--- src/hdl/kmcps_pkg.sv ---
// Package for the k-mismatch class pattern search block.
// Holds request and position codes, controller states and the
// command/status structs. No dependencies.
package kmcps_pkg;

    localparam int REQ_W   = 2;
    localparam int IDX_W   = 6;
    localparam int CHAR_W  = 8;
    localparam int CLASS_W = 64;
    localparam int CNT_W   = 7;
    localparam int OPOS_W  = 16;
    localparam int CFGI_W  = 2;
    localparam int CFGD_W  = 7;
    localparam logic [CNT_W-1:0] CNT_SAT = 7'd127;

    typedef enum logic [1:0] {
        REQ_LOAD = 2'd0,
        REQ_TEXT = 2'd1,
        REQ_EOT  = 2'd2,
        REQ_NONE = 2'd3
    } t_req;

    typedef enum logic [1:0] {
        KIND_LIT   = 2'd0,
        KIND_ANY   = 2'd1,
        KIND_CLASS = 2'd2,
        KIND_NEG   = 2'd3
    } t_kind;

    typedef enum logic [1:0] {
        CFG_LIMIT  = 2'd0,
        CFG_ASTART = 2'd1,
        CFG_AEND   = 2'd2,
        CFG_LEN    = 2'd3
    } t_cfg_idx;

    typedef enum logic [2:0] {
        ST_IDLE,
        ST_SCAN,
        ST_DRAIN,
        ST_FIN,
        ST_EMIT
    } t_state;

    typedef struct packed {
        logic [REQ_W-1:0]   req_type;
        logic [IDX_W-1:0]   load_index;
        logic [1:0]         position_kind;
        logic [CHAR_W-1:0]  literal_char;
        logic [CLASS_W-1:0] class_low;
        logic [CLASS_W-1:0] class_high;
        logic [CHAR_W-1:0]  text_char;
    } t_in_item;

    typedef struct packed {
        logic load;        // write one pattern position
        logic byte_start;  // latch a text byte, start the slot sweep
        logic issue;       // read one alignment slot
        logic finish;      // close the byte: position, slot, hit
        logic eot;         // end of text: evaluate and clear the search
        logic emit;        // move the pending result to the output
    } t_cmd;

    typedef struct packed {
        logic done;      // a match was already reported
        logic k_last;    // sweep is at its last slot
        logic hit;       // this byte completed an alignment, not end-anchored
        logic out_busy;  // output holds an item not yet taken
    } t_status;

endpackage

--- src/hdl/kmcps_ctrl.sv ---
// Controller state machine of the pattern search.
// Depends on kmcps_pkg; drives commands to kmcps_datapath.
module kmcps_ctrl (
    input  logic                i_clk,
    input  logic                i_rst_n,
    input  logic                i_in_valid,
    input  logic [1:0]          i_req_type,
    input  kmcps_pkg::t_status  i_stat,
    output logic                o_in_ready,
    output kmcps_pkg::t_cmd     o_cmd,
    output kmcps_pkg::t_state   o_state
);
    import kmcps_pkg::*;

    t_state r_state;
    t_state n_state;
    logic   w_take;

    assign w_take  = i_in_valid && (r_state == ST_IDLE);
    assign o_state = r_state;

    always_ff @(posedge i_clk) begin
        if (!i_rst_n) begin
            r_state <= ST_IDLE;
        end else begin
            r_state <= n_state;
        end
    end

    always_comb begin
        n_state = r_state;
        unique case (r_state)
            ST_IDLE: begin
                if (w_take && i_req_type == REQ_TEXT && !i_stat.done) begin
                    n_state = ST_SCAN;
                end else if (w_take && i_req_type == REQ_EOT && !i_stat.done) begin
                    n_state = ST_EMIT;
                end
            end
            ST_SCAN: begin
                if (i_stat.k_last) begin
                    n_state = ST_DRAIN;
                end
            end
            ST_DRAIN: n_state = ST_FIN;
            ST_FIN:   n_state = i_stat.hit ? ST_EMIT : ST_IDLE;
            ST_EMIT: begin
                if (!i_stat.out_busy) begin
                    n_state = ST_IDLE;
                end
            end
            default:  n_state = ST_IDLE;
        endcase
    end

    always_comb begin
        o_cmd      = '0;
        o_in_ready = 1'b0;
        unique case (r_state)
            ST_IDLE: begin
                o_in_ready      = 1'b1;
                o_cmd.load      = w_take && i_req_type == REQ_LOAD;
                o_cmd.byte_start = w_take && i_req_type == REQ_TEXT && !i_stat.done;
                o_cmd.eot       = w_take && i_req_type == REQ_EOT;
            end
            ST_SCAN:  o_cmd.issue  = 1'b1;
            ST_DRAIN: o_cmd        = '0;
            ST_FIN:   o_cmd.finish = 1'b1;
            ST_EMIT:  o_cmd.emit   = !i_stat.out_busy;
            default:  o_cmd        = '0;
        endcase
    end

endmodule

--- config.mk ---
export PLATFORM = sky130hd
export DESIGN_NAME = kmcps_ctrl
export DESIGN_NICKNAME = d
export VERILOG_FILES = /design/src/hdl/kmcps_pkg.sv /design/src/hdl/kmcps_ctrl.sv
export SDC_FILE = /design/constraint.sdc
export NUM_CORES = 1
export LEC_CHECK = 0
export ABC_AREA = 0
export BUFFER_PORTS_ARGS = -buffer_cell sky130_fd_sc_hd__buf_2
export CORE_AREA = 2 2 39 41
export CTS_BUF_LIST = sky130_fd_sc_hd__clkbuf_8 sky130_fd_sc_hd__clkbuf_16
export DETAILED_ROUTE_END_ITERATION = 8
export DIE_AREA = 0 0 41 43
export GPL_TIMING_DRIVEN = 0
export SETUP_SLACK_MARGIN = 0.2
export SLEW_MARGIN = 30
export SYNTH_ARGS = -nofsm -noshare
export SYNTH_HDL_FRONTEND = slang
export SYNTH_SLANG_ARGS = --single-unit
--- constraint.sdc ---
create_clock -name i_clk -period 2.16 [get_ports i_clk]
set_input_delay 0.216 -clock i_clk [delete_from_list [all_inputs] [get_ports i_clk]]
set_output_delay 0.216 -clock i_clk [all_outputs]
set_load 0.05 [all_outputs]
### After elaboration in Yosys (flattened, before gate mapping)

Index checks and enable logic that the tools add are counted.

| cells by class | value |
|---|---|
| eq/ne operators | 9 |
| muxes and demuxes | 12 |
| reduce and logical (&&, ||, !) cells | 11 |

Operators with widths:

| cell | number |
|---|---|
| 3-bit two-way mux | 5 |
| 3-bit one-hot mux with 5 select lines | 1 |
| 3-bit by 2-bit == test with 1-bit output (second input constant) | 2 |
| 1-bit logical AND | 6 |
| 1-bit two-way mux | 5 |
| 2-bit != test (second input constant) | 2 |
| 3-bit by 1-bit == test with 1-bit output (second input constant) | 1 |
| 3-bit == test (second input constant) | 1 |
| 3-bit zero test | 1 |
| 3-bit by 1-bit != test with 1-bit output (second input constant) | 1 |
| 3-bit AND reduction | 1 |
| 2-bit by 1-bit == test with 1-bit output (second input constant) | 1 |
| 2-bit == test (second input constant) | 1 |
| 1-bit zero test | 2 |
| 2-bit zero test | 1 |
| 2-bit two-way mux | 1 |

| storage, ports and cells | value |
|---|---|
| register bits after elaboration | 3 |
| bits of input ports | 9 |
| output and inout port bits | 10 |
| logic and storage cells | 33 |

### Depth between registers and ports, before layout

| logic depth | value |
|---|---|
| word-level depth | 7 |
| mapped depth | 4 |
| depth with buffers taken out | 3 |

### Worst setup path before layout

No wires, ideal clock.

| timing path | value |
|---|---|
| kind | reg-to-output |
| start point | reg r_state[1] (netlist: o_state[1]) |
| end point | out o_cmd[1] in the netlist's numbering |
| arrival | 2549 ps |
| data required time | 1944 ps |
| slack | -605 ps |
| cell stages (with the launch flop) | 4 |
| path buffers | 1 |
| cells stage by stage | dfxtp_1 > buf_2 > nor3_1 > and4b_2 |

RTL lines:

| what | line | source |
|---|---|---|
| from (decl) | kmcps_ctrl.sv:15 | `t_state r_state;` |
| from (signal assigned) | kmcps_ctrl.sv:26 | `r_state <= n_state;` |
| to (decl) | kmcps_ctrl.sv:10 | `output kmcps_pkg::t_cmd o_cmd,` |

==> results.yml <==
critical_path:
  arrival_ps: 1470
  cpMaxStageDelayCell: "dfxtp_1"
  worstPathRequired_ps: 1940
  cp_top_family: "simple AND/OR/NAND/NOR gates"
  start_kind: "register"
  crit_path_end_kind: "primary output"
  path_cells: "buf_2 -> nor3_2 -> and4b_2 -> buf_2"
  crit_path_max_fanout: 9
  crit_type: "register to primary output"
  crit_buf_inv: 2
  critPathMaxStageDelay_ps: 300
  cp_common_cell: "buf_2"
placed_design:
  postPlaceCellArea_um2: 403
  dp.cells: 67
  port_buffers: 18
  routabilityCongestion: 0.680
  place_ws_ps: 705
floorplanning:
  die_height_um: 43
  die_x_um: 41
  core_area_mm2: 0.00138
  ios: 19
  dieArea_mm2: 0.00176
  num_rows: 14
  start_util_pct: 19.6
logic_synthesis:
  synth.avg_cell_area_um2: 8.23
  ys_async_sr_fraction_pct: 0
  yosys_warnings: 0
  ys_seq_elements: 3
  syn_area_um2: 272
  ys_types: 22
  synth_ff_type: "dfxtp_1"
  synth_area_leader_cell: "dfxtp_1"
  synth_top_area_share_pct: 22.1
  synthTopCellsByCount: "buf_2, dfxtp_1, nor3_1"
  syn_inst: 33
  synth_edf_count: 0
  synthTopCellsByArea: "dfxtp_1, o311a_1, xnor2_1"
  syn_nets: 42
  yosysSeqAreaShare_pct: 22.1
timing:
  finalHoldViolCount: 0
  setup_ws_ps: 478
  finClkSkew_ps: 3.11
  fin_crit_sh_pct: 77.8
  fin_tns_setup_ps: 0
  drv_slew: 0
  worst_slew_pin_slew_ps: 266
  fmax_mhz: 595
  post-route-min-period_ps: 1680
  maxSlewHeadroom_pct: 82.4
  finalSetupViolCount: 0
  hold_slack_ps: 265
  rsz0062_at_grt: "no"
clocking:
  postCtsHoldBufs: 0
  ctsHtreeMaxLevel: 1
  clk_latency_ps: 210
  cts_buffer_depth: 2
  numCtsBuffers: 3
  clkTransAtPathRegs_ps: 30
  cts.repair.resized: 0
  root_buffer: "clkbuf_8"
  cts_sinks: 3
  post_cts_buffers: 0
  cts_tree: "done"
grt:
  gr-total-overflow: 0
  grt_pass1_vias: 342
  grt_max_degree: 11
  track_usage_pct: 11.2
  grt_pass1_wl_um: 1320
  antenna_found_initial: 0
routing:
  drt_wl_total_um: 776
  num_vias: 324
  drt_iter0_markers: 4
  wl_per_cell_um: 10.9
  dr.pass1.iters: 3
  via_per_inst: 4.56
  ant_nets: 0
  drc_errors: 0
layout:
  drive_gt1_share_pct: 54.5
  design_area_um2: 448
  n_antenna_cell: 0
  fin_util_pct: 32.4
  finalNetCount: 65
  largest_reg_flops: 3
  area_growth_pct: 65.0
  instances_no_fill: 71
pwr:
  power_mw: 0.277
  power.leakage_nw: 0.231
  peakVddDrop_mv: 0.186
  p_per_area_mw_per_mm2: 618
job:
  maxCapViolCount: 0
status:
  run_status: "complete, no violations"
worst_hold_path:
  hp-class: "input port to register"
[cells in the final DEF (no fill, tap or decap), drive strengths merged]
cell | synthesis | routed
and3 | 1 | 1
nor3 | 3 | 3
nand3 | 1 | 1
nor4 | 1 | 1
a211oi | 2 | 2
nor2 | 2 | 2
and3b | 1 | 1
nor3b | 1 | 1
nand4bb | 1 | 1
xnor2 | 2 | 2
or2b | 1 | 1
o311a | 2 | 2
o31ai | 1 | 1
or3 | 1 | 1
buf | 3 | 21
a22o | 1 | 1
nand2b | 1 | 1
clkbuf | 0 | 3
and4bb | 1 | 1
dfxtp | 3 | 3
a211o | 1 | 1
inv | 2 | 3
and4b | 1 | 1
[worst paths after layout]
kind | start | end | slack [ps] | depth (start not counted)
worst min-delay path | i_rst_n | o_state[2] | 260 | 2
worst max register to register | o_state[2] | o_state[2] | 730 | 4
worst max-delay path | o_state[1] | o_cmd[1] | 480 | 4
worst min register to register | o_state[0] | o_state[0] | 720 | 3
[worst register-to-register path: stages (launching register included)]
cell and delay, ps:
dfxtp_1 300, buf_2 220, or2b_1 270, o311a_1 160, o311a_1 360
[where the power goes]
part,switching [mW],internal (mW),leakage [nW]
registers,0.000547,0.0573,0.0243
clock network,0.0358,0.121,0.0269
logic,0.0404,0.0218,0.180
total,0.0767,0.200,0.231
[logic make-up (layout without fill, tap and decap cells)]
family / Yosys count / count (layout) / synth area share [%]
xor+xnor: 2 / 2 / 6.45
compound gates: 7 / 7 / 22.1
buf+inv: 5 / 27 / 8.29
flops: 3 / 3 / 22.1
simple gates: 16 / 16 / 41.0
[cell type report]
| type | count | area (µm²) |
|---|---|---|
| flip-flops and latches | 3 | 60.1 |
| well taps | 16 | 20.0 |
| clock inverters | 1 | 3.75 |
| multi-input cells | 25 | 210 |
| plain buffers | 3 | 15.0 |
| repair buffers | 18 | 90.1 |
| inverters | 2 | 7.51 |
| fillers | 159 | 936 |
| clock buffers | 3 | 41.3 |
[metal layers]
layer	vias to the layer above	routed length, µm	global-route usage [%]
met5	-	0	0
met4	0	0	8.00
met3	0	33	1.57
met2	9	433	19.4
met1	146	309	11.2
li1	169	-	-
(Power assumes the default switching activity.)
